## src/rtl/core/bbfa_pkg.sv

```systemverilog
package bbfa_pkg;

    // Block geometry. BLOCK_BYTES is a power of two and NUM_BLOCKS a multiple of MAP_WORD.
    localparam int NUM_BLOCKS      = 1024;
    localparam int BLOCK_BYTES     = 64;
    localparam int RESERVED_BLOCKS = 2;
    localparam int HEADER_BYTES    = 4;

    localparam int ADDR_W      = 32;
    localparam int BYTES_W     = 17;
    localparam int BLK_W       = $clog2(NUM_BLOCKS);
    localparam int CNT_W       = $clog2(NUM_BLOCKS + 1);
    localparam int BLOCK_SHIFT = $clog2(BLOCK_BYTES);
    localparam int SUM_W       = BYTES_W + 1;

    localparam int MAP_WORD  = 8;
    localparam int BIT_W     = $clog2(MAP_WORD);
    localparam int MAP_DEPTH = NUM_BLOCKS / MAP_WORD;
    localparam int MAP_AW    = $clog2(MAP_DEPTH);

    localparam int S_DATA_W = ((BYTES_W + ADDR_W + 7) / 8) * 8;
    localparam int M_DATA_W = ADDR_W;

    localparam logic OP_ALLOC = 1'b0;
    localparam logic OP_FREE  = 1'b1;

    localparam logic STAT_DONE    = 1'b0;
    localparam logic STAT_REFUSED = 1'b1;

    typedef enum logic [2:0] {
        ST_CLEAR,
        ST_IDLE,
        ST_SCAN,
        ST_CLOSE,
        ST_FREE_CHK,
        ST_MARK_RD,
        ST_MARK_WR,
        ST_RESP
    } state_t;

    typedef struct packed {
        logic start;
        logic step;
    } scan_ctl_t;

    typedef struct packed {
        logic             found;
        logic [BLK_W-1:0] best_start;
    } scan_res_t;

    function automatic logic [MAP_WORD-1:0] reset_row(input logic [MAP_AW-1:0] row);
        logic [MAP_WORD-1:0] bits;
        bits = '0;
        for (int b = 0; b < MAP_WORD; b++)
        begin
            bits[b] = ((int'(row) * MAP_WORD + b) < RESERVED_BLOCKS);
        end
        return bits;
    endfunction

endpackage

```

## src/rtl/core/bbfa_scan.sv

```systemverilog
module bbfa_scan (
    input  logic                         clk,
    input  logic                         rst_n,
    input  bbfa_pkg::scan_ctl_t          ctl,
    input  logic [bbfa_pkg::CNT_W-1:0]   need,
    input  logic [bbfa_pkg::MAP_WORD-1:0] word,
    input  logic [bbfa_pkg::MAP_AW-1:0]  word_idx,
    output bbfa_pkg::scan_res_t          res
);
    import bbfa_pkg::*;

    logic [CNT_W-1:0] run_reg, run_next;
    logic [CNT_W-1:0] best_len_reg, best_len_next;
    logic [BLK_W-1:0] best_start_reg, best_start_next;
    logic             found_reg, found_next;
    logic             take_last;

    // Walks the eight blocks of one map word, tracking the current free run and the best fit.
    always_comb
    begin
        logic [CNT_W-1:0] run;
        logic [CNT_W-1:0] best_len;
        logic [BLK_W-1:0] best_start;
        logic             found;
        logic [CNT_W-1:0] pos;
        run        = run_reg;
        best_len   = best_len_reg;
        best_start = best_start_reg;
        found      = found_reg;
        pos        = '0;
        if (ctl.start)
        begin
            run   = '0;
            found = 1'b0;
        end
        else if (ctl.step)
        begin
            for (int b = 0; b < MAP_WORD; b++)
            begin
                pos = CNT_W'({word_idx, BIT_W'(b)});
                if (word[b])
                begin
                    if (run >= need && (!found || run < best_len))
                    begin
                        found      = 1'b1;
                        best_len   = run;
                        best_start = BLK_W'(pos - run);
                    end
                    run = '0;
                end
                else
                begin
                    run = run + CNT_W'(1);
                end
            end
        end
        run_next        = run;
        best_len_next   = best_len;
        best_start_next = best_start;
        found_next      = found;
    end

    // The end of the map closes the trailing run as if a used block followed it.
    assign take_last = (run_reg >= need) && (!found_reg || run_reg < best_len_reg);

    always_comb
    begin
        res.found      = found_reg | take_last;
        res.best_start = take_last ? BLK_W'(CNT_W'(NUM_BLOCKS) - run_reg) : best_start_reg;
    end

    always_ff @(posedge clk or negedge rst_n)
    begin
        if (!rst_n)
        begin
            run_reg        <= '0;
            best_len_reg   <= '0;
            best_start_reg <= '0;
            found_reg      <= 1'b0;
        end
        else
        begin
            run_reg        <= run_next;
            best_len_reg   <= best_len_next;
            best_start_reg <= best_start_next;
            found_reg      <= found_next;
        end
    end

endmodule

```

## config.mk

```make
export PLATFORM = sky130hd
export DESIGN_NAME = bbfa_scan
export DESIGN_NICKNAME = d
export VERILOG_FILES = /design/src/rtl/core/bbfa_pkg.sv /design/src/rtl/core/bbfa_scan.sv
export SDC_FILE = /design/constraint.sdc
export NUM_CORES = 1
export LEC_CHECK = 0
export ABC_AREA = 1
export BUFFER_PORTS_ARGS = -buffer_cell sky130_fd_sc_hd__buf_4
export CORE_ASPECT_RATIO = 0.6
export CORE_MARGIN = 10
export CORE_UTILIZATION = 55
export DETAILED_ROUTE_END_ITERATION = 12
export HOLD_SLACK_MARGIN = 0.12
export PLACE_DENSITY = 0.75
export REMOVE_ABC_BUFFERS = 1
export SYNTH_ARGS = -nofsm -noshare
export SYNTH_HDL_FRONTEND = slang
export SYNTH_SLANG_ARGS = --single-unit
export TNS_END_PERCENT = 1
```

## constraint.sdc

```tcl
create_clock -name clk -period 12 [get_ports clk]
set_input_delay 2.4 -clock clk [delete_from_list [all_inputs] [get_ports clk]]
set_output_delay 2.4 -clock clk [all_outputs]
set_load 0.02 [all_outputs]
```

Word level (Yosys, flattened, before mapping)
Index checks and enable logic that the tools add are counted.

Register bits after elaboration: 33. Input bits: 30. Output and inout bits: 11. Logic and storage cells: 176.

Add/sub/neg operators: 17. Magnitude comparators: 16. Muxes and demuxes: 111. Bitwise operators: 2. Reduce and logical (&&, ||, !) cells: 26.

Operators by type and width (number): $mux 11 (54); $mux 10 (25); $add 11x1->11 const B (8); $ge 11x11->1 (8); $lt 11x11->1 (8); $sub 10x10->10 (8); $mux 1 (32); $sub 1x10->10 const A (1); $logic_and 1x1->1 (8); $logic_not 1->1 (8); $logic_or 1x1->1 (8); $reduce_and 2->1 (1); $reduce_bool 2->1 (1); $not 1->1 (1); $or 1x1->1 (1).

Longest topological paths before layout
Gate-level depths: netlist of run 1.

Depth after elaboration: 56. Mapped depth: 99. Gate-level depth less buffers: 93.

Least setup slack after synthesis of run 1
OpenSTA, ideal clock, no wires.

Kind: input to register. From: input need[6] in the netlist's numbering. To: register best_start_reg[5]. Library setup time: 118 ps. Arrival: 13626 ps. Data required time: 11882 ps. Slack: -1744 ps. Stages on the path: 90. Path buffers: 9. Cell sequence: inv_1 -> ha_1 -> nand2_1 -> inv_1 -> nand2_1 -> nand2_1 -> a21boi_1 -> nand2_2 -> nand3_4 -> clkbuf_1 -> nand2_1 -> o21ai_0 -> ha_1 -> nand2_1 -> inv_1 -> nand3_1 -> a31oi_1 -> a2111oi_0 -> [... 54 more ...] -> a211oi_1 -> o221a_2 -> nand2_1 -> nand2_1 -> nand2_2 -> clkbuf_1 -> o21ai_0 -> ha_1 -> a21oi_1 -> nor2_1 -> a211oi_1 -> o221a_2 -> nand2_2 -> nand2_4 -> buf_4 -> nand3_1 -> nand3_1 -> nand2_1.

Longest elaborated chain between the ends: 53. Elaborated cells on any way between the ends: 117. Classes of those cells: 15 x order compare; 80 x mux; 22 x reduce/logical.

RTL lines: start, declared (RTL line bbfa_scan.sv:5) `input logic [bbfa_pkg::CNT_W-1:0] need,`; $ge 11x11->1 (RTL line bbfa_scan.sv:43) `if (run >= need && (!found || run < best_len))`; $logic_and 1x1->1 (RTL line bbfa_scan.sv:43); $mux 11 / $mux 1 (equally long branches) (RTL line bbfa_scan.sv:43); $mux 11 / $mux 1 (equally long branches) (RTL line bbfa_scan.sv:41) `if (word[b])`; $mux 11 / $mux 1 (equally long branches) (RTL line bbfa_scan.sv:36) `else if (ctl.step)`; $mux 11 / $mux 1 (equally long branches) (RTL line bbfa_scan.sv:31) `if (ctl.start)`; $lt 11x11->1 / $logic_not 1->1 (equally long branches) (RTL line bbfa_scan.sv:43); $logic_or 1x1->1 (RTL line bbfa_scan.sv:43); [... 37 more ...]; $mux 11 / $mux 1 (equally long branches) (RTL line bbfa_scan.sv:41); $mux 11 / $mux 1 (equally long branches) (RTL line bbfa_scan.sv:36); $mux 11 / $mux 1 (equally long branches) (RTL line bbfa_scan.sv:31); $lt 11x11->1 / $logic_not 1->1 (equally long branches) (RTL line bbfa_scan.sv:43); $logic_or 1x1->1 (RTL line bbfa_scan.sv:43); $logic_and 1x1->1 (RTL line bbfa_scan.sv:43); $mux 10 (RTL line bbfa_scan.sv:43); $mux 10 * (RTL line bbfa_scan.sv:41); end signal, assigned (RTL line bbfa_scan.sv:85) `best_start_reg <= best_start_next;`; end, declared (RTL line bbfa_scan.sv:14) `logic [BLK_W-1:0] best_start_reg, best_start_next;`.

Mark *: on every way between the ends. The rest lies on a longest branch, timed or not. The select of a mux whose other input is x is not followed. A chain may end at the register's enable or synchronous reset.

Final worst setup path of run 1
From: input need[10] in the netlist's numbering. To: register best_start_reg[8].

Same word-level chain as after synthesis.

==> flow_metrics.tcl, run 1 <==
set metrics [dict create \
    setup_slack_ns -1.40 \
    rsz0062_at_grt "true" \
    critPathMaxFanout 10 \
    core.rowCount 39 \
    grt_usage_pct 33.1 \
    critPathMaxStageDelay_ns 0.37 \
    finalHoldViolations 0 \
    port_buffers 40 \
    start_kind "input pin" \
    drive_gt1_share_pct 24.9 \
    synth_edf_count 0 \
    path_common_cell "nand2_1" \
    holdWs_ns 0.490 \
    final_max_slew_viol_count 0 \
    tritoncts "yes" \
    syn2layout_area_growth_pct 27.5 \
    final_nets 2273 \
    drc 0 \
    syn_avg_cell_area_um2 6.22 \
    clock_path_buffers 2 \
    final_cell_area_mm2 0.0138 \
    syn_area_mm2 0.0108 \
    clkSinkCount 33 \
    status "finished, violations left" \
    root_buffer "clkbuf_16" \
    dr.pass1.iters 5 \
    n_antenna_cell 0 \
    cp-end-kind "flip-flop" \
    grt_pass1_vias 12097 \
    synth_cell_types 51 \
    cap_violations 0 \
    slowest_stage "o21ai_0" \
    ant_nets 0 \
    worst_pin_slew_ns 1.17 \
    synth_commonest_cells "nand2_1 (408), ha_1 (222), inv_1 (219), nor2_1 (158), o21ai_0 (156)" \
    die_h_um 129 \
    async_flop_share_pct 100 \
    drtIter0Drc 1561 \
    die_area_mm2 0.0259 \
    num_vias 13134 \
    ys_ff_latch 33 \
    synth_seq_area_share_pct 7.62 \
    fin_skew_ns 0.00487 \
    place_congestion 1.03 \
    cp.required_ns 12.17 \
    dieWidth_um 201 \
    yosys_most_used_dff "dfrtp_1" \
    grt_pass1_wl_um 67400 \
    holdBufCountCts 0 \
    ir_drop_mv 0.0762 \
    io_pins 41 \
    tns_ns -28.54 \
    timing_worst_setup_path_type "input pin to flip-flop" \
    ys_warn_count 0 \
    hold_path_class "flip-flop to flip-flop" \
    antenna_found_initial 2 \
    post-route-period-util_pct 112 \
    start_util_pct 56.5 \
    finalSetupViolCount 21 \
    clk_pin_slew_ns 0.05 \
    leakagePower_nw 7.53 \
    grt_max_degree 34 \
    violations "negative setup slack" \
    dp_slack_ns -2.43 \
    synth_top_area_share_pct 25.6 \
    cts_buffers 5 \
    yosys.area.top_type "ha_1" \
    dp_hpwl_um 36200 \
    placed_area_mm2 0.0131 \
    ctsHtreeMaxLevel 2 \
    grt-ovfl-total 0 \
    synth_cells 1741 \
    fmax_ghz 0.0746 \
    viasPerCell 5.75 \
    wl_per_cell_um 19.6 \
    synth_most_common_cell "nand2_1" \
    drt-total-wl_um 44700 \
    ys_top_cells_by_area "ha_1 (26%), nand2_1 (14%), dfrtp_1 (7.6%), inv_1 (7.6%), o21ai_0 (7.2%)" \
    fin_crit_ns 13.40 \
    slew_headroom_pct 21.7 \
    powerDensity_mw_per_mm2 64.9 \
    design.core.area_mm2 0.0192 \
    clkLatencyLatePin_ns 0.28 \
    critPathArrivalTime_ns 13.57 \
]
-- cells by family (layout without fill, tap and decap cells) --
| kind of cell | count (synthesis) | after routing | synth area share (%) |
|---|---|---|---|
| and+or+nand+nor | 771 | 780 | 32.0 |
| AOI/OAI and AO/OA | 348 | 348 | 18.0 |
| buffers and inverters | 302 | 572 | 11.3 |
| adders and majority gates | 224 | 224 | 26.0 |
| xor gates and xnor gates | 63 | 63 | 5.09 |
| DFF | 33 | 33 | 7.62 |
-- layer usage --
layer	wire length, um	global-route usage (%)	share of wire [%]
met1	19700	45.3	44
met2	17600	48.6	39
met3	6140	11.3	14
met4	1230	7.79	2.7
met5	62	1.79	0.14
-- stage by stage --
| stage | cells | power [mW] | utilization (%) |
|---|---|---|---|
| after detailed placement | 2260 | 0.713 | 68.5 |
| after floorplan | 1700 | 0.438 | - |
| after global placement | 2260 | 0.704 | 68.5 |
| after global routing | 2286 | 0.957 | 72.0 |
| after CTS | 2273 | 0.850 | 70.2 |
| final | 2286 | 0.896 | 72.0 |
-- power breakdown --
part / internal [mW] / total, mW / leakage (nW) / switching (mW)
logic: 0.270 / 0.621 / 7.02 / 0.351
clock network: 0.0761 / 0.128 / 0.0696 / 0.0519
registers: 0.127 / 0.148 / 0.441 / 0.0202
total: 0.473 / 0.896 / 7.53 / 0.423
-- final cells by class --
type	instances	area [um2]
clock buffer	5	125
clock inverter	3	17.5
fill	1639	5360
inverter	261	980
multi-input combinational	1415	9230
sequential	33	826
tap	266	333
timing repair buffer	303	2300
-- final timing paths --
check                                start           endpoint  slack [ns]  cells past startpoint
min in group asynchronous            rst_n         run_reg[5]        2.06                      1
hold reg to reg            best_len_reg[7]    best_len_reg[7]        0.49                      2
setup / recovery                  need[10]  best_start_reg[8]       -1.40                     81
hold / removal             best_len_reg[7]    best_len_reg[7]        0.49                      2
setup reg to reg                run_reg[0]  best_start_reg[8]       -0.06                     79
max in group asynchronous            rst_n    best_len_reg[5]        9.61                      1
-- cell usage in the layout (no fill, tap or decap), types with 7 or more instances in the layout --
cell and instances:
a21o_1 13, a21oi_1 104, a31oi_1 9, buf_4 296
dfrtp_1 33, ha_1 215, inv_1 218, inv_2 41
nand2_1 396, nand2_2 17, nand2_4 12, nand3_1 86
nand4_1 14, nor2_1 155, nor2_2 14, nor3_1 22
nor3_2 31, nor4_1 7, o21ai_0 111, o21ai_1 32
o21ai_2 21, o21bai_1 8, or2_2 8, xnor2_1 19
xor2_1 44
-- worst max-delay path, delay by kind of cell --
family | cells | cell delay, ns
simple gates | 42 | 4.02
compound gates | 25 | 3.99
fa+ha+maj | 8 | 2.36
buf+inv | 6 | 0.73
-- what timing repair did --
item | in CTS | in global routing
endpoints found under the setup margin | 21 | 21
buffers inserted | 0 | 9
pin swaps | 10 | 29
resized for setup | 58 | 72
cloned | 5 | 4
Power figures use the tool's default switching activity.
==> run 2, diff against run 1 <==
- ABC_AREA: 1 -> unset
==> flow_metrics.tcl, run 2 <==
set metrics [dict create \
    tns_ns -112.02 \
    finalSetupViolCount 21 \
    slew_headroom_pct 24.3 \
    ir_drop_mv 0.0696 \
    final_cell_area_mm2 0.0168 \
    cp-end-kind "flip-flop" \
    synth_cells 1558 \
    grt_pass1_vias 14232 \
    synth_cell_types 91 \
    yosys_most_used_dff "dfrtp_1" \
    start_util_pct 55.6 \
    fin_skew_ns 0.00724 \
    clk_pin_slew_ns 0.06 \
    final_cells 2291 \
    critPathMaxStageDelay_ns 0.49 \
    port_buffers 40 \
    grt_max_degree 34 \
    min_from "found_reg" \
    critPathArrivalTime_ns 17.55 \
    synth_seq_area_share_pct 7.12 \
    final_max_slew_viol_count 0 \
    path_common_cell "buf_4" \
    viasPerCell 6.50 \
    dp.cells 2218 \
    crit-reg2reg-launch "run_reg[9]" \
    dr.pass1.iters 6 \
    worst_pin_slew_ns 1.13 \
    num_vias 14893 \
    fmax_ghz 0.0575 \
    violations "negative setup slack" \
    cts_buffers 5 \
    synth_edf_count 0 \
    timing_worst_setup_path_type "input pin to flip-flop" \
    grt_usage_pct 38.4 \
    grt-ovfl-total 0 \
    dieWidth_um 207 \
    post-route-period-util_pct 145 \
    antenna_found_initial 2 \
    final_nets 2265 \
    syn_area_mm2 0.0116 \
    grt_pass1_wl_um 83600 \
    root_buffer "clkbuf_16" \
    start_kind "input pin" \
    critPathMaxFanout 6 \
    synth_commonest_cells "ha_1 (222), nor2_1 (146), a21oi_1 (120), inv_1 (108), nand2_1 (105)" \
    hold_path_class "flip-flop to flip-flop" \
    rsz0062_at_grt "true" \
    ctsHtreeMaxLevel 2 \
    ys_top_cells_by_area "ha_1 (24%), dfrtp_1 (7.1%), a21oi_1 (5.2%), xnor2_1 (5.1%), nor2_1 (4.7%)" \
    ant_nets 0 \
    crit_path_start "need[7]" \
    powerDensity_mw_per_mm2 56.1 \
    fillers 1421 \
    synth_most_common_cell "ha_1" \
    syn_avg_cell_area_um2 7.45 \
    design.core.area_mm2 0.0209 \
    drive_gt1_share_pct 37.2 \
    placed_area_mm2 0.0151 \
    die_h_um 133 \
    final_common_cell "buf_4" \
    holdBufCountCts 0 \
    clkLatencyLatePin_ns 0.28 \
    n_antenna_cell 0 \
    clock_path_buffers 2 \
    final_cell_mix "buf_4 (483), ha_1 (193), nor2_1 (136)" \
    cp.required_ns 12.16 \
    async_flop_share_pct 100 \
    drc 0 \
    dp_hpwl_um 43700 \
    clkSinkCount 33 \
    wl_per_cell_um 24.6 \
    status "finished, violations left" \
    finalHoldViolations 0 \
    drtIter0Drc 2039 \
    syn2layout_area_growth_pct 45.1 \
    place_congestion 1.04 \
    die_area_mm2 0.0275 \
    tritoncts "yes" \
    drt-total-wl_um 56300 \
    ys_ff_latch 33 \
    yosys.area.top_type "ha_1" \
    setup_slack_ns -5.39 \
    fin_crit_ns 17.39 \
    synth_top_area_share_pct 23.9 \
    io_pins 41 \
    ys_warn_count 0 \
    cap_violations 0 \
    leakagePower_nw 8.15 \
    core.rowCount 41 \
    slowest_stage "o41ai_2" \
]
-- run 2: cell count changes in the layout (fill, tap and decap cells not counted), moves of 28 or more --
cell,previous run,this run
buf_4,296,483
inv_1,218,102
inv_2,41,7
mux2_2,0,28
mux2i_1,0,29
nand2_1,396,101
nand3_1,86,25
nor2b_1,0,28
nor3_2,31,3
o21a_1,0,33
o21ai_0,111,77
xnor2_1,19,68
-- run 2: layout make-up --
class                   instances  area, um2  area share (%)
clock buffers                   5        125           0.743
clock inverters                 3       46.3           0.275
inverters                     116        458            2.72
multi-input cells            1348      11000            65.3
flip-flops and latches         33        826            4.90
well taps                     279        349            2.07
repair buffers                507       4050            24.0
-- run 2: worst paths after layout --
check	endpoint	slack, ns	cells past startpoint
min in group asynchronous	best_len_reg[1]	2.06	1
worst min register to register	found_reg	0.59	3
worst max-delay path	best_len_reg[5]	-5.39	91
worst min-delay path	found_reg	0.59	3
max in group asynchronous	best_len_reg[10]	9.63	1
worst max register to register	best_len_reg[5]	-3.92	88
-- run 2: power by group --
| part | total (mW) | switching, mW | internal (mW) |
|---|---|---|---|
| Sequential | 0.141 | 0.0158 | 0.125 |
| Combinational | 0.650 | 0.345 | 0.305 |
| Clock | 0.152 | 0.0539 | 0.0983 |
| Total | 0.944 | 0.415 | 0.529 |
-- run 2: layer usage --
layer / global-route usage [%] / vias up / part of all wire [%]
met4: 13.1 / 0 / 3.8
li1: - / 6625 / -
met3: 12.1 / 200 / 15
met1: 52.0 / 7000 / 41
met5: 0 / - / 0
met2: 55.8 / 1068 / 40
-- run 2: cells by family (layout without fill, tap and decap cells) --
kind of cell,Yosys count,in the layout,synth area share [%]
AO/OA/AOI/OAI,440,440,25.2
multiplexers,86,86,8.23
buffers and inverters,177,631,5.93
XOR/XNOR,96,96,7.37
flip-flops,33,33,7.12
adder cells (fa/ha/maj),224,224,24.3
AND/OR/NAND/NOR,502,502,21.9
-- run 2: critical path: cells and delay by family --
kind	cells	cell delay, ns
AOI/OAI and AO/OA	31	5.37
buffers and inverters	18	2.76
muxes	6	1.74
and+or+nand+nor	28	3.15
adders and majority gates	8	2.08
-- run 2: timing repair --
item / 4_1_cts / 5_1_grt
gates cloned: 6 / 0
pin swaps: 94 / 19
hold endpoints to repair: 0 / 0
setup buffers: 55 / 5
setup endpoints to repair: 21 / 21
resized for setup: 182 / 27
-- run 2: through the flow --
stage / setup slack (ns) / hold WS (ns) / power (mW) / utilization (%)
finish: -5.39 / 0.586 / 0.944 / 80.6
global route: -5.98 / 0.621 / 0.981 / 80.6
CTS: -4.90 / 0.577 / 0.891 / 79.7
detailed placement: -6.80 / 0.563 / 0.673 / 72.2
global placement: -6.04 / 0.559 / 0.665 / 72.2
floorplan: -9.63 / 0.457 / 0.409 / -
